$ cat config.mk
export PLATFORM = sky130hd
export DESIGN_NAME = lruul_ram
export DESIGN_NICKNAME = d
export VERILOG_FILES = /design/src/design/lruul_ram.sv
export SDC_FILE = /design/constraint.sdc
export NUM_CORES = 1
export LEC_CHECK = 0
export ABC_AREA = 1
export BUFFER_PORTS_ARGS = -buffer_cell sky130_fd_sc_hd__buf_2
export CAP_MARGIN = 5
export CORE_ASPECT_RATIO = 0.8
export CORE_MARGIN = 2
export CORE_UTILIZATION = 50
export CTS_CLUSTER_SIZE = 12
export DETAILED_ROUTE_END_ITERATION = 8
export GPL_TIMING_DRIVEN = 0
export PLACE_DENSITY = 0.67
export SLEW_MARGIN = 10
export SYNTH_ARGS = -nofsm -noshare
export SYNTH_HDL_FRONTEND = slang
export SYNTH_SLANG_ARGS = --single-unit
$ cat constraint.sdc
create_clock -name clk -period 1.3 [get_ports clk]
set_clock_uncertainty 0.2 [all_clocks]
set_input_delay 0.065 -clock clk [delete_from_list [all_inputs] [get_ports clk]]
set_output_delay 0.065 -clock clk [all_outputs]
set_load 0.05 [all_outputs]
$ cat src/design/lruul_ram.sv
// ----------------------------------------------------------------------------
// lruul_ram
// Generic simple dual-port RAM, one write and one registered read port.
// ----------------------------------------------------------------------------
module lruul_ram #(
    parameter int WIDTH = 8,
    parameter int DEPTH = 16
) (
    input  logic                     clk,
    input  logic                     we,
    input  logic [$clog2(DEPTH)-1:0] waddr,
    input  logic [WIDTH-1:0]         wdata,
    input  logic [$clog2(DEPTH)-1:0] raddr,
    output logic [WIDTH-1:0]         rdata
);

    logic [WIDTH-1:0] mem [DEPTH];
    logic [WIDTH-1:0] rdata_reg;

    always_ff @(posedge clk)
    begin
        if (we)
        begin
            mem[waddr] <= wdata;
        end
        rdata_reg <= mem[raddr];
    end

    assign rdata = rdata_reg;

endmodule

==> results.txt <==
In this run the most critical hold path is launched from raddr[3]. The initial utilization of the core area, before any placement, comes to 50.65%. The HPWL after detailed placement came out at 9050 um. Hold timing on the final database bottoms out at a slack of -0.00003936 ns. The filler cells instantiated in the layout total 956. The final period demand of the worst path came out at 1.300 ns.

At the worst endpoint, the required time is 1.14 ns. The total number of cells along the worst setup path came out at 3. The number of setup buffers added after CTS is 0.

The count of buffering cells on the critical path with inverters included is 1. The overall routing resource usage is 24.53%. The number of buffers inserted during clock tree synthesis came out at 17. The initial antenna violation count came to 0. The flow ran to the end, but the final reports show violations.

The clock tree from TritonCTS is yes. Summed over all layers, the global routing overflow is 0. The register bit total from synthesis came out at 136.

The simple-gate share of the synthesized area is 21.05%. The number of hold-slack violations in the final timing report is 1. The mean routed wirelength per cell came out at 18.38 um. The kind of capture point of the worst setup path is a flip-flop. Summed over all layers, the routed wires come to 14040 um. The global-route wire length before repair came out at 21280 um. The dominant delay contributor by cell family on the critical path is simple AND/OR/NAND/NOR gates. Yosys mapped a number of flops with a built-in enable equal to 128.

Once detail routing completed, the nets flagged for antenna violations numbered 0. CTS placed an instance of sky130_fd_sc_hd__clkbuf_16 at the clock tree root. The layout overhead on the synthesized area is 17.96%.

The count of routing violations after the opening detailed-route iteration is 552. The min-delay analysis places its worst path in the category input pin to flip-flop. The reg-to-reg startpoint is mem[10][3]$_DFFE_PP_.

In the synthesized netlist the dominant register cell turns out to be sky130_fd_sc_hd__edfxtp_1. The upper clock frequency limit came out at 769.1 MHz. The core region is 11390 um2.

The number of remaining DRC errors came out at 0. The number of sinks handled by clock tree synthesis came out at 136. In the final design database the tool counted 621 nets. After synthesis, the cell types taking the most area are sky130_fd_sc_hd__edfxtp_1 (67%), sky130_fd_sc_hd__nand2_1 (11%), sky130_fd_sc_hd__nand3_1 (8.4%). The critical path in this run is classified as input pin to flip-flop.

The buffer levels on the longest clock path is 2. The total power of the final layout came out at 10.67 mW. The peak supply drop came out at 1422 uV. The number of max-slew violations in the final report came out at 0. The fraction of synthesized area in multiplexers is 0%.

The worst relative slew slack is 40.38%. The average vias per placed instance came out at 5.208. Port buffering added 22 buffers.

The transition time at the pin with the least slew margin is 0.8909 ns. Of all nets on the critical path, the largest fanout is 8. Of the total synthesized cell area, the portion taken by full adders, half adders and majority gates is 0%. Of the cells placed in the final design, the portion with a size suffix greater than 1 is 13.31%. The commonest cells after synthesis are sky130_fd_sc_hd__nand2_1 (173), sky130_fd_sc_hd__edfxtp_1 (128), sky130_fd_sc_hd__inv_1 (100). The number of top-level pins is 26.

The chip height is 100.1 um. The longest individual stage delay on the worst path is 0.72 ns. The floorplan has 35 rows.

The clock latency on the worst-skew pair came out at 0.42 ns. For this run, asynchronously set or reset flops after synthesis account for 0%. The cell with the most instances after synthesis is sky130_fd_sc_hd__nand2_1. The finished layout holds 764 standard cells, fillers aside.

Setup violations remaining at the end of the flow were counted as 1. The xor/xnor cell area share of the yosys netlist is 0%. The placed cell count came out at 721. The cell area after synthesis came out at 5767 um2. The worst path uses 100.0% of the clock period.

The post-synthesis net count is 569. The distinct cell type count of the synthesized netlist came out at 12. The repair_antennas step left the layout with diodes totalling 0. The startpoint type of the worst setup path is an input pin. The detailed router placed 3979 vias in this run.

The power density over cell area came out at 1568 nW/um2. The setup slack of the critical path after layout came out at -0.0002494 ns. For flop-to-flop paths, the worst setup slack is 0.06 ns. Walking the worst path, the cells encountered are buf_2 -> nand3b_1 -> nor2_1. By area, the combinational part of the netlist is dominated by simple AND/OR/NAND/NOR gates.

The area of the die is 12410 um2. Synthesis handed over a netlist of 551 instances. At the worst endpoint, the arrival time is 1.14 ns. The length in cells of the worst reg-to-reg path came out at 6.

Setup repair after global routing could not meet its margin everywhere. The static leakage power is 2.947 nW. The highest-delay cell along the critical path is sky130_fd_sc_hd__nor2_1. The worst hold path cell count is 4. The sequential-to-total area share from yosys stat came out at 69.43%. The number of maximum-capacitance constraint violations came out at 0. In this run the critical register-to-register path is captured at rdata[3]$_DFF_P_.

The yosys synthesis warning count is 0. The via count of the first global-routing pass came out at 3833. In this run the number of H-tree levels came out at 4. Before antenna repair, the detailed router went through 6 iterations. For hold timing, the worst endpoint is rdata[1]$_DFF_P_. The die outline width is 124.1 um.

The flip-flop count of the largest register, all copies and words added is 128. The sum of negative setup slack came out at -0.0002494 ns. The mean instance size in the synthesized netlist is 10.47 um2.

The fraction of the mapped netlist area in compound gates came out at 0%. The clock transition time at the flip-flop clock pins of the worst setup and hold paths came out at 0.05 ns. The share of the synthesized area in the top cell type came out at 66.65%.

The checks that failed: hold timing, setup timing. Entering global routing, the biggest net connects 17 pins. Summed over all instances, the cell type with the most area after synthesis is sky130_fd_sc_hd__edfxtp_1.

At the end of routability-driven placement, the weighted congestion stood at 0.9140.
## area by class of cell
type                            instances  area (um2)  share of cell area, %
Sequential cell                       136        4004                  58.86
Multi-Input combinational cell        289        1234                  18.13
Clock buffer                           18       429.2                  6.309
Inverter                              102       382.9                  5.628
Timing Repair Buffer                   33       220.2                  3.237
Tap cell                              148       185.2                  2.722
Clock inverter                         14       181.4                  2.667
Buffer                                 24       166.4                  2.446
## logic make-up after synthesis
group,count (synthesis)
buffers and inverters,126
flip-flops,136
AND/OR/NAND/NOR,289
## metal layers
metal | GRT usage [%] | share of wire [%] | wire length, um | vias up
li1 | - | - | - | 1877
met1 | 35.67 | 43 | 6089 | 1890
met2 | 35.65 | 45 | 6291 | 192
met3 | 6.932 | 9.8 | 1376 | 20
met4 | 8.557 | 2.0 | 285 | 0
met5 | 0 | 0 | 0 | -
## through the flow
step	instance area, um2	hold slack (ns)	worst slack, ns	utilization (%)
floorplan	5767	-0.03613	0.08416	-
global placement	6062	0.2907	-0.4164	53.24
detailed placement	6062	0.2960	-0.4452	53.24
CTS	6788	0.01233	0.01418	59.62
global route	6803	0.03556	-0.04725	59.75
finish	6803	-0.00003936	-0.0002494	59.75
## how the worst max path moves through the flow
| stage | end | slack [ns] | startpoint |
|---|---|---|---|
| finish | mem[6][6]$_DFFE_PP_ | -0.0002 | waddr[3] |
| detailed placement | mem[4][6]$_DFFE_PP_ | -0.45 | waddr[3] |
| global placement | mem[5][6]$_DFFE_PP_ | -0.42 | waddr[3] |
| CTS | mem[6][6]$_DFFE_PP_ | 0.01 | waddr[3] |
| global route | mem[6][6]$_DFFE_PP_ | -0.05 | waddr[3] |
| floorplan | mem[4][0]$_DFFE_PP_ | 0.08 | waddr[3] |
## worst reg2reg max path, delay by kind of cell, from the launching register on
family	cells	cell delay [ns]
simple gates	6	0.55
flops	1	0.37
## cell usage in the layout, fill, tap and decap left out
cell type                       netlist  final
sky130_fd_sc_hd__nand3_1             97     95
sky130_fd_sc_hd__inv_2                2      2
sky130_fd_sc_hd__edfxtp_1           128    128
sky130_fd_sc_hd__buf_4                4      4
sky130_fd_sc_hd__buf_1                1      1
sky130_fd_sc_hd__clkbuf_16            0     17
sky130_fd_sc_hd__dfxtp_1              8      8
sky130_fd_sc_hd__nor2_2               0      4
sky130_fd_sc_hd__clkinvlp_4           0      4
sky130_fd_sc_hd__nand2_1            173    173
sky130_fd_sc_hd__clkinv_4             0      1
sky130_fd_sc_hd__bufinv_16            0      4
sky130_fd_sc_hd__clkinv_2             0      3
sky130_fd_sc_hd__dlygate4sd3_1        0     11
sky130_fd_sc_hd__nand3b_1             2      2
sky130_fd_sc_hd__clkinv_1             0      2
sky130_fd_sc_hd__clkbuf_1             0      1
sky130_fd_sc_hd__inv_1              100    100
sky130_fd_sc_hd__buf_2               13     35
sky130_fd_sc_hd__nor2_1              17     13
sky130_fd_sc_hd__nand3_2              0      2
sky130_fd_sc_hd__buf_6                6      6
## power by group
part / internal (mW) / total, mW / leakage (nW) / switching (mW)
clock network: 3.18 / 4.97 / 0.287 / 1.79
registers: 4.90 / 4.93 / 1.22 / 0.0235
logic: 0.212 / 0.769 / 1.44 / 0.558
total: 8.30 / 10.7 / 2.95 / 2.37
## timing repair
item                                    4_1_cts  5_1_grt
endpoints found under the setup margin       14       41
resized for setup                             2        4
hold buffers                                 11        0
endpoints found under the hold margin       136        0
No activity file was read; power rests on OpenSTA's default activity.
